**config.mk**
```make
export PLATFORM = sky130hd
export DESIGN_NAME = lamp_mode_controller_unit_flat
export DESIGN_NICKNAME = d
export VERILOG_FILES = /design/src/rtl/core/lmc_pkg.sv /design/src/rtl/core/lmc_stream_if.sv /design/src/rtl/core/lmc_cfg_regs.sv /design/src/rtl/core/lmc_debouncer.sv /design/src/rtl/core/lamp_mode_controller_unit.sv /design/src/flat_wrapper.sv
export VERILOG_INCLUDE_DIRS = /design/src /design/src/rtl/core
export SDC_FILE = /design/constraint.sdc
export NUM_CORES = 1
export LEC_CHECK = 0
export ABC_AREA = 1
export BUFFER_PORTS_ARGS = -buffer_cell sky130_fd_sc_hd__buf_4
export CAP_MARGIN = 20
export CORE_MARGIN = 2
export CORE_UTILIZATION = 60
export CTS_CLUSTER_SIZE = 12
export DETAILED_ROUTE_END_ITERATION = 16
export PLACE_DENSITY = 0.79
export SETUP_SLACK_MARGIN = 0.15
export SLEW_MARGIN = 30
export SYNTH_ARGS = -nofsm -noshare
export SYNTH_HDL_FRONTEND = slang
export SYNTH_SLANG_ARGS = --single-unit
```
**constraint.sdc**
```tcl
create_clock -name clk_i -period 7.75 [get_ports clk_i]
set_input_delay 1.55 -clock clk_i [delete_from_list [all_inputs] [get_ports clk_i]]
set_output_delay 1.55 -clock clk_i [all_outputs]
set_load 0.01 [all_outputs]
```
**src/rtl/core/lamp_mode_controller_unit_assert.svh**
```systemverilog
// ----------------------------------------------------------------------------
// Lamp mode controller assertion macros
// Concurrent assertion wrappers shared by the lamp mode controller RTL.
// ----------------------------------------------------------------------------
`ifndef LAMP_MODE_CONTROLLER_UNIT_ASSERT_SVH
`define LAMP_MODE_CONTROLLER_UNIT_ASSERT_SVH

`ifndef ASSERT_OFF
// Checked while out of reset.
`define LMC_ASSERT(lbl, clk, rstn, prop, msg) \
  lbl: assert property (@(posedge clk) disable iff (!(rstn)) (prop)) else $error(msg);
// Checked on every edge, reset included.
`define LMC_ASSERT_ALWAYS(lbl, clk, prop, msg) \
  lbl: assert property (@(posedge clk) (prop)) else $error(msg);
`else
`define LMC_ASSERT(lbl, clk, rstn, prop, msg)
`define LMC_ASSERT_ALWAYS(lbl, clk, prop, msg)
`endif

`endif

```
**src/rtl/core/lmc_pkg.sv**
```systemverilog
// ----------------------------------------------------------------------------
// Lamp mode controller package
// Types, register indexes and reset constants shared by the controller.
// ----------------------------------------------------------------------------
`default_nettype none

package lmc_pkg;

  // Operating modes, stepped in this order by the mode button.
  typedef enum logic [1:0] {
    MODE_AMBIENT = 2'd0,
    MODE_MANUAL  = 2'd1,
    MODE_DELAY   = 2'd2,
    MODE_DIMMER  = 2'd3
  } mode_e;

  // Configuration register indexes.
  typedef enum logic [2:0] {
    REG_DEBOUNCE_INTERVAL = 3'd0,
    REG_DEBOUNCE_CONFIRM  = 3'd1,
    REG_OFF_DELAY         = 3'd2,
    REG_LEVEL_ONE         = 3'd3,
    REG_LEVEL_TWO         = 3'd4,
    REG_LEVEL_THREE       = 3'd5,
    REG_LEVEL_FOUR        = 3'd6
  } reg_idx_e;

  localparam int unsigned CfgIdxWidth  = 3;
  localparam int unsigned CfgDataWidth = 16;
  localparam int unsigned NumLevels    = 4;

  localparam logic [7:0]  RstInterval = 8'd15;
  localparam logic [2:0]  RstConfirm  = 3'd3;
  localparam logic [15:0] RstOffDelay = 16'd10000;
  localparam logic [15:0] RstLevelOne   = 16'd1000;
  localparam logic [15:0] RstLevelTwo   = 16'd2500;
  localparam logic [15:0] RstLevelThree = 16'd5000;
  localparam logic [15:0] RstLevelFour  = 16'd10000;

  // Highest dimmer step; the step wraps to zero after it.
  localparam logic [2:0] TopStep = 3'd4;
  localparam logic [7:0] IntervalMax = 8'd255;

  typedef struct packed {
    logic [7:0] interval;
    logic [2:0] confirm;
  } db_cfg_t;

  typedef struct packed {
    db_cfg_t                          db;
    logic [15:0]                      off_delay;
    logic [NumLevels-1:0][15:0]       level;
  } cfg_t;

  typedef struct packed {
    logic       mode_press;
    logic       mode_pin;
    logic       action_press;
    logic       action_pin;
    logic [7:0] ambient_sample;
    logic [7:0] reference_sample;
  } in_t;

  typedef struct packed {
    logic        lamp_on;
    logic [15:0] pwm_compare;
    logic [1:0]  current_mode;
  } out_t;

endpackage

`default_nettype wire

```
**src/rtl/core/lmc_stream_if.sv**
```systemverilog
// ----------------------------------------------------------------------------
// Lamp mode controller stream interface
// Valid/ready channel carrying one payload item per transfer.
// ----------------------------------------------------------------------------
`default_nettype none

interface lmc_stream_if #(
  parameter type payload_t = logic
);
  logic     valid;
  logic     ready;
  payload_t payload;

  modport source (output valid, output payload, input ready);
  modport sink   (input valid, input payload, output ready);
endinterface

`default_nettype wire

```
**src/rtl/core/lmc_cfg_regs.sv**
```systemverilog
// ----------------------------------------------------------------------------
// Lamp mode controller configuration registers
// Write-only register file holding debounce, delay and dimmer settings.
// ----------------------------------------------------------------------------
`default_nettype none

module lmc_cfg_regs (
  input  wire logic                               clk_i,
  input  wire logic                               rst_ni,
  input  wire logic                               cfg_we_i,
  input  wire logic [lmc_pkg::CfgIdxWidth-1:0]    cfg_idx_i,
  input  wire logic [lmc_pkg::CfgDataWidth-1:0]   cfg_wdata_i,
  output lmc_pkg::cfg_t                           cfg_o
);

  lmc_pkg::cfg_t cfg_q;
  lmc_pkg::cfg_t cfg_d;

  // Decode the register index; unused indexes are ignored.
  always_comb begin
    cfg_d = cfg_q;
    if (cfg_we_i) begin
      unique case (cfg_idx_i)
        lmc_pkg::REG_DEBOUNCE_INTERVAL: cfg_d.db.interval = cfg_wdata_i[7:0];
        lmc_pkg::REG_DEBOUNCE_CONFIRM:  cfg_d.db.confirm  = cfg_wdata_i[2:0];
        lmc_pkg::REG_OFF_DELAY:         cfg_d.off_delay   = cfg_wdata_i;
        lmc_pkg::REG_LEVEL_ONE:         cfg_d.level[0]    = cfg_wdata_i;
        lmc_pkg::REG_LEVEL_TWO:         cfg_d.level[1]    = cfg_wdata_i;
        lmc_pkg::REG_LEVEL_THREE:       cfg_d.level[2]    = cfg_wdata_i;
        lmc_pkg::REG_LEVEL_FOUR:        cfg_d.level[3]    = cfg_wdata_i;
        default: ;
      endcase
    end
  end

  always_ff @(posedge clk_i or negedge rst_ni) begin
    if (!rst_ni) begin
      cfg_q.db.interval <= lmc_pkg::RstInterval;
      cfg_q.db.confirm  <= lmc_pkg::RstConfirm;
      cfg_q.off_delay   <= lmc_pkg::RstOffDelay;
      cfg_q.level[0]    <= lmc_pkg::RstLevelOne;
      cfg_q.level[1]    <= lmc_pkg::RstLevelTwo;
      cfg_q.level[2]    <= lmc_pkg::RstLevelThree;
      cfg_q.level[3]    <= lmc_pkg::RstLevelFour;
    end else begin
      cfg_q <= cfg_d;
    end
  end

  assign cfg_o = cfg_q;

endmodule

`default_nettype wire

```
**src/rtl/core/lmc_debouncer.sv**
```systemverilog
// ----------------------------------------------------------------------------
// Lamp mode controller button debouncer
// Latches a press edge and qualifies it by periodic samples of the pin.
// ----------------------------------------------------------------------------
`default_nettype none

`include "lamp_mode_controller_unit_assert.svh"

module lmc_debouncer (
  input  wire logic     clk_i,
  input  wire logic     rst_ni,
  input  wire lmc_pkg::db_cfg_t cfg_i,
  input  wire logic     tick_i,
  input  wire logic     run_i,
  input  wire logic     press_i,
  input  wire logic     pin_i,
  output logic          hit_o
);

  logic       pending_q, pending_d;
  logic [2:0] confirm_q, confirm_d;
  logic [7:0] interval_q, interval_d;

  // One qualification step per tick; the press edge is latched even when
  // the debouncer is held off.
  always_comb begin
    pending_d  = pending_q | press_i;
    confirm_d  = confirm_q;
    interval_d = interval_q;
    hit_o      = 1'b0;
    if (run_i && pending_d) begin
      if (confirm_q == 3'd0) begin
        confirm_d  = 3'd1;
        interval_d = 8'd0;
      end else if (interval_q != lmc_pkg::IntervalMax) begin
        interval_d = interval_q + 8'd1;
      end
      if (interval_d >= cfg_i.interval) begin
        interval_d = 8'd0;
        if (!pin_i) begin
          confirm_d = 3'd1;
        end else if (confirm_d >= cfg_i.confirm) begin
          confirm_d = 3'd0;
          pending_d = 1'b0;
          hit_o     = 1'b1;
        end else begin
          confirm_d = confirm_d + 3'd1;
        end
      end
    end
    if (!tick_i) begin
      hit_o = 1'b0;
    end
  end

  always_ff @(posedge clk_i or negedge rst_ni) begin
    if (!rst_ni) begin
      pending_q  <= 1'b0;
      confirm_q  <= 3'd0;
      interval_q <= 8'd0;
    end else if (tick_i) begin
      pending_q  <= pending_d;
      confirm_q  <= confirm_d;
      interval_q <= interval_d;
    end
  end

  // An idle debouncer has no qualification in progress.
  `LMC_ASSERT(a_idle_no_confirm, clk_i, rst_ni, !pending_q |-> confirm_q == 3'd0,
              "debouncer counts confirmations without a pending press")
  // The state only moves on a tick.
  `LMC_ASSERT(a_hold_between_ticks, clk_i, rst_ni,
              !tick_i |=> $stable(pending_q) && $stable(confirm_q) && $stable(interval_q),
              "debouncer state changed without a tick")

endmodule

`default_nettype wire

```
**src/rtl/core/lamp_mode_controller_unit.sv**
```systemverilog
// ----------------------------------------------------------------------------
// Lamp mode controller
// Mode sequencing, lamp, delay timer and dimmer for one tick per transfer.
// ----------------------------------------------------------------------------
// Each input transfer is one millisecond tick and yields exactly one result,
// registered and offered on the output channel on the cycle after the
// transfer. The whole tick update is one pass of logic from the state
// registers into the state and result registers, so a tick is taken on every
// cycle in which the result register is empty or being emptied: one tick per
// clock sustained. Configuration writes are taken on any cycle and must only
// be made with no tick outstanding. No clearing pass is needed after reset.
`default_nettype none

`include "lamp_mode_controller_unit_assert.svh"

module lamp_mode_controller_unit #(
  parameter int unsigned DELAY_WIDTH = 16
) (
  input  wire logic                               clk_i,
  input  wire logic                               rst_ni,
  input  wire logic                               cfg_we_i,
  input  wire logic [lmc_pkg::CfgIdxWidth-1:0]    cfg_idx_i,
  input  wire logic [lmc_pkg::CfgDataWidth-1:0]   cfg_wdata_i,
  lmc_stream_if.sink                              in_i,
  lmc_stream_if.source                            out_o
);

  localparam int unsigned CmpWidth = (DELAY_WIDTH > 16) ? DELAY_WIDTH : 16;
  localparam logic [DELAY_WIDTH-1:0] DelayMax = {DELAY_WIDTH{1'b1}};

  lmc_pkg::cfg_t cfg;
  lmc_pkg::in_t  tick;

  lmc_pkg::mode_e         mode_q, mode_d;
  logic                   lamp_q, lamp_d;
  logic [2:0]             step_q, step_d;
  logic [15:0]            pwm_q, pwm_d;
  logic                   dact_q, dact_d;
  logic [DELAY_WIDTH-1:0] dcnt_q, dcnt_d;
  logic [DELAY_WIDTH-1:0] dcnt_inc;

  logic           out_valid_q;
  lmc_pkg::out_t  out_q;

  logic           in_xfer;
  logic           mode_hit, action_hit, action_run;

  assign tick    = in_i.payload;
  assign in_i.ready = !out_valid_q || out_o.ready;
  assign in_xfer = in_i.valid && in_i.ready;

  lmc_cfg_regs u_cfg (
    .clk_i,
    .rst_ni,
    .cfg_we_i,
    .cfg_idx_i,
    .cfg_wdata_i,
    .cfg_o (cfg)
  );

  lmc_debouncer u_mode_db (
    .clk_i,
    .rst_ni,
    .cfg_i   (cfg.db),
    .tick_i  (in_xfer),
    .run_i   (1'b1),
    .press_i (tick.mode_press),
    .pin_i   (tick.mode_pin),
    .hit_o   (mode_hit)
  );

  // The action button is only qualified outside ambient mode.
  assign action_run = (mode_hit ? lmc_pkg::mode_e'(mode_q + 2'd1) : mode_q)
                      != lmc_pkg::MODE_AMBIENT;

  lmc_debouncer u_action_db (
    .clk_i,
    .rst_ni,
    .cfg_i   (cfg.db),
    .tick_i  (in_xfer),
    .run_i   (action_run),
    .press_i (tick.action_press),
    .pin_i   (tick.action_pin),
    .hit_o   (action_hit)
  );

  // Tick update: mode change, delay timer, then the behaviour of the mode.
  always_comb begin
    mode_d   = mode_q;
    lamp_d   = lamp_q;
    step_d   = step_q;
    pwm_d    = pwm_q;
    dact_d   = dact_q;
    dcnt_d   = dcnt_q;
    dcnt_inc = dcnt_q;

    if (mode_hit) begin
      mode_d = lmc_pkg::mode_e'(mode_q + 2'd1);
      lamp_d = 1'b0;
      step_d = 3'd0;
      dact_d = 1'b0;
      dcnt_d = '0;
    end

    if (dact_d) begin
      dcnt_inc = (dcnt_d != DelayMax) ? dcnt_d + 1'b1 : dcnt_d;
      if (CmpWidth'(dcnt_inc) >= CmpWidth'(cfg.off_delay) || dcnt_inc == DelayMax) begin
        dact_d = 1'b0;
        dcnt_d = '0;
        lamp_d = 1'b0;
      end else begin
        dcnt_d = dcnt_inc;
      end
    end

    unique case (mode_d)
      lmc_pkg::MODE_AMBIENT: begin
        lamp_d = tick.ambient_sample < tick.reference_sample;
      end
      lmc_pkg::MODE_MANUAL: begin
        if (action_hit) begin
          lamp_d = !lamp_d;
        end
      end
      lmc_pkg::MODE_DELAY: begin
        if (action_hit) begin
          lamp_d = 1'b1;
          if (!dact_d) begin
            dact_d = 1'b1;
            dcnt_d = '0;
          end
        end
      end
      lmc_pkg::MODE_DIMMER: begin
        if (action_hit) begin
          step_d = (step_d >= lmc_pkg::TopStep) ? 3'd0 : step_d + 3'd1;
        end
        if (step_d == 3'd0 || step_d > lmc_pkg::TopStep) begin
          pwm_d = 16'd0;
        end else begin
          pwm_d = cfg.level[2'(step_d - 3'd1)];
        end
      end
      default: ;
    endcase
  end

  // State moves on each input transfer.
  always_ff @(posedge clk_i or negedge rst_ni) begin
    if (!rst_ni) begin
      mode_q <= lmc_pkg::MODE_AMBIENT;
      lamp_q <= 1'b0;
      step_q <= 3'd0;
      pwm_q  <= 16'd0;
      dact_q <= 1'b0;
      dcnt_q <= '0;
    end else if (in_xfer) begin
      mode_q <= mode_d;
      lamp_q <= lamp_d;
      step_q <= step_d;
      pwm_q  <= pwm_d;
      dact_q <= dact_d;
      dcnt_q <= dcnt_d;
    end
  end

  // Result register; filled on each input transfer, emptied on output transfer.
  always_ff @(posedge clk_i or negedge rst_ni) begin
    if (!rst_ni) begin
      out_valid_q <= 1'b0;
    end else if (in_xfer) begin
      out_valid_q <= 1'b1;
    end else if (out_o.ready) begin
      out_valid_q <= 1'b0;
    end
  end

  always_ff @(posedge clk_i) begin
    if (in_xfer) begin
      out_q.lamp_on      <= lamp_d;
      out_q.pwm_compare  <= pwm_d;
      out_q.current_mode <= mode_d;
    end
  end

  assign out_o.valid   = out_valid_q;
  assign out_o.payload = out_q;

  // The dimmer step stays within its five levels.
  `LMC_ASSERT(a_step_range, clk_i, rst_ni, step_q <= lmc_pkg::TopStep,
              "dimmer step beyond the top level")
  // A running delay only exists in delay mode.
  `LMC_ASSERT(a_delay_in_mode, clk_i, rst_ni, dact_q |-> mode_q == lmc_pkg::MODE_DELAY,
              "delay timer running outside delay mode")
  // A running delay keeps the lamp lit.
  `LMC_ASSERT(a_delay_lamp, clk_i, rst_ni, dact_q |-> lamp_q,
              "delay timer running with the lamp off")
  // The mode only changes on an input transfer.
  `LMC_ASSERT(a_mode_on_xfer, clk_i, rst_ni, !in_xfer |=> $stable(mode_q),
              "mode changed without an input transfer")
  // Reset leaves the result register empty.
  `LMC_ASSERT_ALWAYS(a_reset_empty, clk_i, !rst_ni |-> !out_valid_q,
                     "result valid during reset")

endmodule

`default_nettype wire

```
**src/flat_wrapper.sv**
```systemverilog
// flat-port wrapper written by rule: the top's interface ports become plain ports
module lamp_mode_controller_unit_flat 
#(
  parameter int unsigned DELAY_WIDTH = 16
)
  (clk_i, rst_ni, cfg_we_i, cfg_idx_i, cfg_wdata_i, in_i_valid, in_i_payload, in_i_ready, out_o_valid, out_o_payload, out_o_ready);
  lmc_stream_if #(.payload_t(lmc_pkg::in_t)) in_i_i ();
  lmc_stream_if #(.payload_t(lmc_pkg::out_t)) out_o_i ();
  input  wire logic clk_i;
  input  wire logic rst_ni;
  input  wire logic cfg_we_i;
  input  wire logic [lmc_pkg::CfgIdxWidth-1:0] cfg_idx_i;
  input  wire logic [lmc_pkg::CfgDataWidth-1:0] cfg_wdata_i;
  input wire logic [$bits(in_i_i.valid)-1:0] in_i_valid;
  input wire logic [$bits(in_i_i.payload)-1:0] in_i_payload;
  output wire logic [$bits(in_i_i.ready)-1:0] in_i_ready;
  output wire logic [$bits(out_o_i.valid)-1:0] out_o_valid;
  output wire logic [$bits(out_o_i.payload)-1:0] out_o_payload;
  input wire logic [$bits(out_o_i.ready)-1:0] out_o_ready;
  assign in_i_i.valid = in_i_valid;
  assign in_i_i.payload = in_i_payload;
  assign in_i_ready = in_i_i.ready;
  assign out_o_valid = out_o_i.valid;
  assign out_o_payload = out_o_i.payload;
  assign out_o_i.ready = out_o_ready;
  lamp_mode_controller_unit #(.DELAY_WIDTH(DELAY_WIDTH)) u_core (.clk_i(clk_i), .rst_ni(rst_ni), .cfg_we_i(cfg_we_i), .cfg_idx_i(cfg_idx_i), .cfg_wdata_i(cfg_wdata_i), .in_i(in_i_i), .out_o(out_o_i));
endmodule
```
==> reports/qor.txt <==
I/O pin cnt -> 65
Crit share post-route -> 87.1%
Post-DP HPWL -> 15.4 mm
DR pass1 iterations -> 5
Antenna violations before repair -> 0
Setup TNS -> 0 ns
Maximum VDD drop -> 0.218 mV
Final net count -> 1380
Crit Path Class -> flop to flop
Fillers -> 1320
Area grow syn2layout -> 11.9%
Status -> complete, no violations
Pre-CTS WS -> 0.893 ns
Initial Utilization -> 61.7%
CORE AREA -> 15900 sq um
Root buf cell -> clkbuf_16
Post-synthesis mux area share -> 0%
Placed insts -> 1481
Synth Instances -> 1242
Unique masters post-synth -> 46
Max_cap viols -> 0
Fmax -> 148 MHz
Vias per Instance -> 5.62
Synth Area in Compound Gates -> 11.5%
Ratio of cells with drive above 1 in the final layout -> 14.9%
CTS tree -> done
Worst-path clk slew -> 0.07 ns
Synthesized net count -> 1337
Least-Margin Pin Slew -> 0.970 ns
Post-CTS repair timing setup buffer count -> 0
Synth top area share -> 31.3%
IO Port Bufs -> 64
Inserted Clock Buffers -> 17
Pwr Density -> 348 nW/um^2
Remaining Overflow, GRT -> 0
Most frequent CP cell -> nand2_1
Fin worst setup slack -> 0.998 ns
Post-Layout Cell Count -> 1514
Worst skew pair latency -> 0.43 ns
Endpoint arrival time on the critical path -> 6.93 ns
Largest family of logic cells by synthesized area -> simple AND/OR/NAND/NOR gates
DR vias -> 8516
Row count -> 46
Hold Path Class -> flop to flop
First-pass GRT wire length -> 38.7 mm
Total wire length -> 23.5 mm
Seq/Total Area, Yosys -> 45.6%
CTS H-tree lvls -> 4
Syn_area_per_cell -> 7.92 sq um
Unrepaired setup endpoints after global routing -> no
Dominant cell type by area after synthesis -> dfrtp_1
EDFF count, synth -> 19
Synth Cell Area -> 9840 sq um
1st-iter DRT viols -> 948
Final antenna-violating net count -> 0
Setup violations, final -> 0
Total track usage -> 27.4%
Hold Vio Cnt, Final -> 0
Area share of fa/ha/maj cells after synthesis -> 6.49%
Post-route DRC -> 0
Fin. max-slew vios -> 0
Xor and xnor area share after synthesis -> 0.903%
Vias in the first global route -> 7987
Routability cong. -> 0.927
Largest net degree at the start of global routing -> 97
Synth Area in Simple Gates -> 27.4%
Clock skew -> 0.00844 ns
CTS Sinks -> 174
FF+latch count, synth -> 174
Worst path required time -> 7.93 ns
DIE WIDTH -> 132 microns
Slowest-stage cell, CP -> dfrtp_1
Min cycle time layout -> 6.75 ns
Average wire per standard cell -> 15.5 microns
Leakage -> 5.45 nW
Startpoint Class -> flop
Crit path largest cell delay -> 0.39 ns
Yosys warns -> 0
Reg2Reg Setup Slack -> 1.0 ns
Ys async rst share -> 89.1%
Die ar. -> 17400 sq um
Crit-path max FO -> 17
Crit path capture type -> flop
Die height -> 132 microns
Slew HR -> 34.9%
Hold Buf Count CTS -> 0
# diodes -> 0
Clk buf depth -> 2
Top cells by area, synth -> dfrtp_1 31%, nand2_1 15%, dfstp_2 8.5%
Primary FF master, synth -> dfrtp_1
per-stage QoR:
stage          util [%]  cell area (sq um)  hold slack [ns]  total power (W)
2_1_floorplan         -               9840            0.449          0.00255
3_3_place_gp       65.2              10400            0.461          0.00290
3_5_place_dp       65.2              10400            0.465          0.00294
4_1_cts            68.8              11000            0.483          0.00381
5_1_grt            69.0              11000            0.500          0.00413
6_report           69.0              11000            0.481          0.00383
layout by cell type, fill, tap and decap left out, types with 2 or more instances in the layout:
cell type and instances:
xor2_1 6, clkbuf_1 2, inv_1 144, nor3_1 10, nand3_1 84, o21a_1 3, nand3b_1 2, bufinv_16 2
nand2_4 4, inv_2 3, nor2_4 5, o21ai_0 126, dfrtp_1 123, nor2_1 60, nand2_1 378, dfstp_2 32
edfxtp_1 19, nand2_2 20, inv_4 2, nand4_1 16, nand3_2 17, a21oi_1 45, or2_2 2, o21bai_1 2
clkinv_4 2, clkinv_1 2, nand3_4 2, o22ai_1 9, a211oi_1 3, buf_4 66, ha_1 51, clkinv_2 3
o21ai_1 2, o21ai_2 3, nor3_2 2, clkbuf_16 17, clkinvlp_4 3, inv_6 3, a31oi_1 12
cells by family after synthesis:
kind of cell / count (synthesis)
simple gates: 604
compound gates: 210
buf+inv: 195
flops: 174
fa+ha+maj: 51
xor+xnor: 8
Yosys cell counts (3+ instances only):
| cell type | n |
|---|---|
| nand3_1 | 85 |
| o21ai_2 | 3 |
| buf_6 | 3 |
| nor2_1 | 61 |
| inv_2 | 3 |
| inv_1 | 145 |
| nand2_2 | 17 |
| o22ai_1 | 9 |
| dfstp_2 | 32 |
| o21ai_0 | 126 |
| xor2_1 | 6 |
| a21oi_1 | 45 |
| dfrtp_1 | 123 |
| nor3_1 | 10 |
| buf_4 | 5 |
| o21a_1 | 3 |
| buf_2 | 5 |
| a31oi_1 | 12 |
| ha_1 | 51 |
| edfxtp_1 | 19 |
| nand2_4 | 4 |
| nor2_4 | 4 |
| a211oi_1 | 3 |
| nand2_1 | 381 |
| nand3_2 | 15 |
| clkbuf_1 | 30 |
| nand4_1 | 16 |
critical path: cells and delay by family, from the launching register on:
kind            cells  cell delay (ns)
flops               1             0.39
buf+inv             8             0.70
fa+ha+maj           5             1.24
compound gates      9             1.23
simple gates       26             2.91
registers in the layout, indices dropped and copies added (netlist names):
name	cells
u_core.pwm_q	16
u_core.step_q	3
u_core.u_mode_db.confirm_q	3
u_core.u_action_db.interval_q	8
u_core.u_action_db.confirm_q	3
u_core.out_o.valid	1
u_core.u_action_db.pending_q	1
u_core.dact_q	1
u_core.dcnt_q	16
u_core.u_mode_db.pending_q	1
u_core.out_o.payload	19
u_core.u_cfg.cfg_o	91
u_core.u_mode_db.interval_q	8
u_core.mode_q	2
u_core.lamp_q	1
power breakdown:
| group | internal [W] | switching, W | total, W |
|---|---|---|---|
| Combinational | 0.000544 | 0.00106 | 0.00160 |
| Clock | 0.000477 | 0.000372 | 0.000849 |
| Sequential | 0.00121 | 0.000173 | 0.00139 |
layer usage:
layer / global-route usage, % / up-vias / part of all wire (%) / wire length, microns
met3: 4.54 / 53 / 6.0 / 1420
met4: 9.72 / 0 / 2.7 / 631
met5: 0 / - / 0 / 0
met2: 45.1 / 330 / 48 / 11300
li1: - / 4127 / - / -
met1: 37.0 / 4006 / 43 / 10100
final cells by class:
| class | instances | area (sq um) | area share [%] |
|---|---|---|---|
| clock buffer | 19 | 433 | 3.93 |
| clock inverter | 13 | 141 | 1.28 |
| inverter | 151 | 572 | 5.20 |
| multi-input combinational | 874 | 4590 | 41.7 |
| sequential | 174 | 4490 | 40.8 |
| tap | 216 | 270 | 2.46 |
| timing repair buffer | 67 | 509 | 4.63 |
timing repair:
item                                    CTS  global route
resized for setup                         0             3
endpoints found under the setup margin    0             7
endpoints found under the hold margin     0             0
worst paths after layout:
path	from	end	cells past startpoint
min in group asynchronous	rst_ni	u_core.u_action_db.confirm_q[2]$_DFFE_PN0P_	1
worst min register to register	u_core.pwm_q[6]$_DFFE_PN0P_	u_core.pwm_q[6]$_DFFE_PN0P_	2
worst max-delay path	u_core.u_mode_db.interval_q[0]$_DFFE_PN0P_	u_core.out_o.payload[18]$_DFFE_PP_	48
worst min-delay path	u_core.pwm_q[6]$_DFFE_PN0P_	u_core.pwm_q[6]$_DFFE_PN0P_	2
worst max register to register	u_core.u_mode_db.interval_q[0]$_DFFE_PN0P_	u_core.out_o.payload[18]$_DFFE_PP_	48
max in group asynchronous	rst_ni	u_core.u_cfg.cfg_o[20]$_DFFE_PN0P_	2
Power figures use the tool's default switching activity.
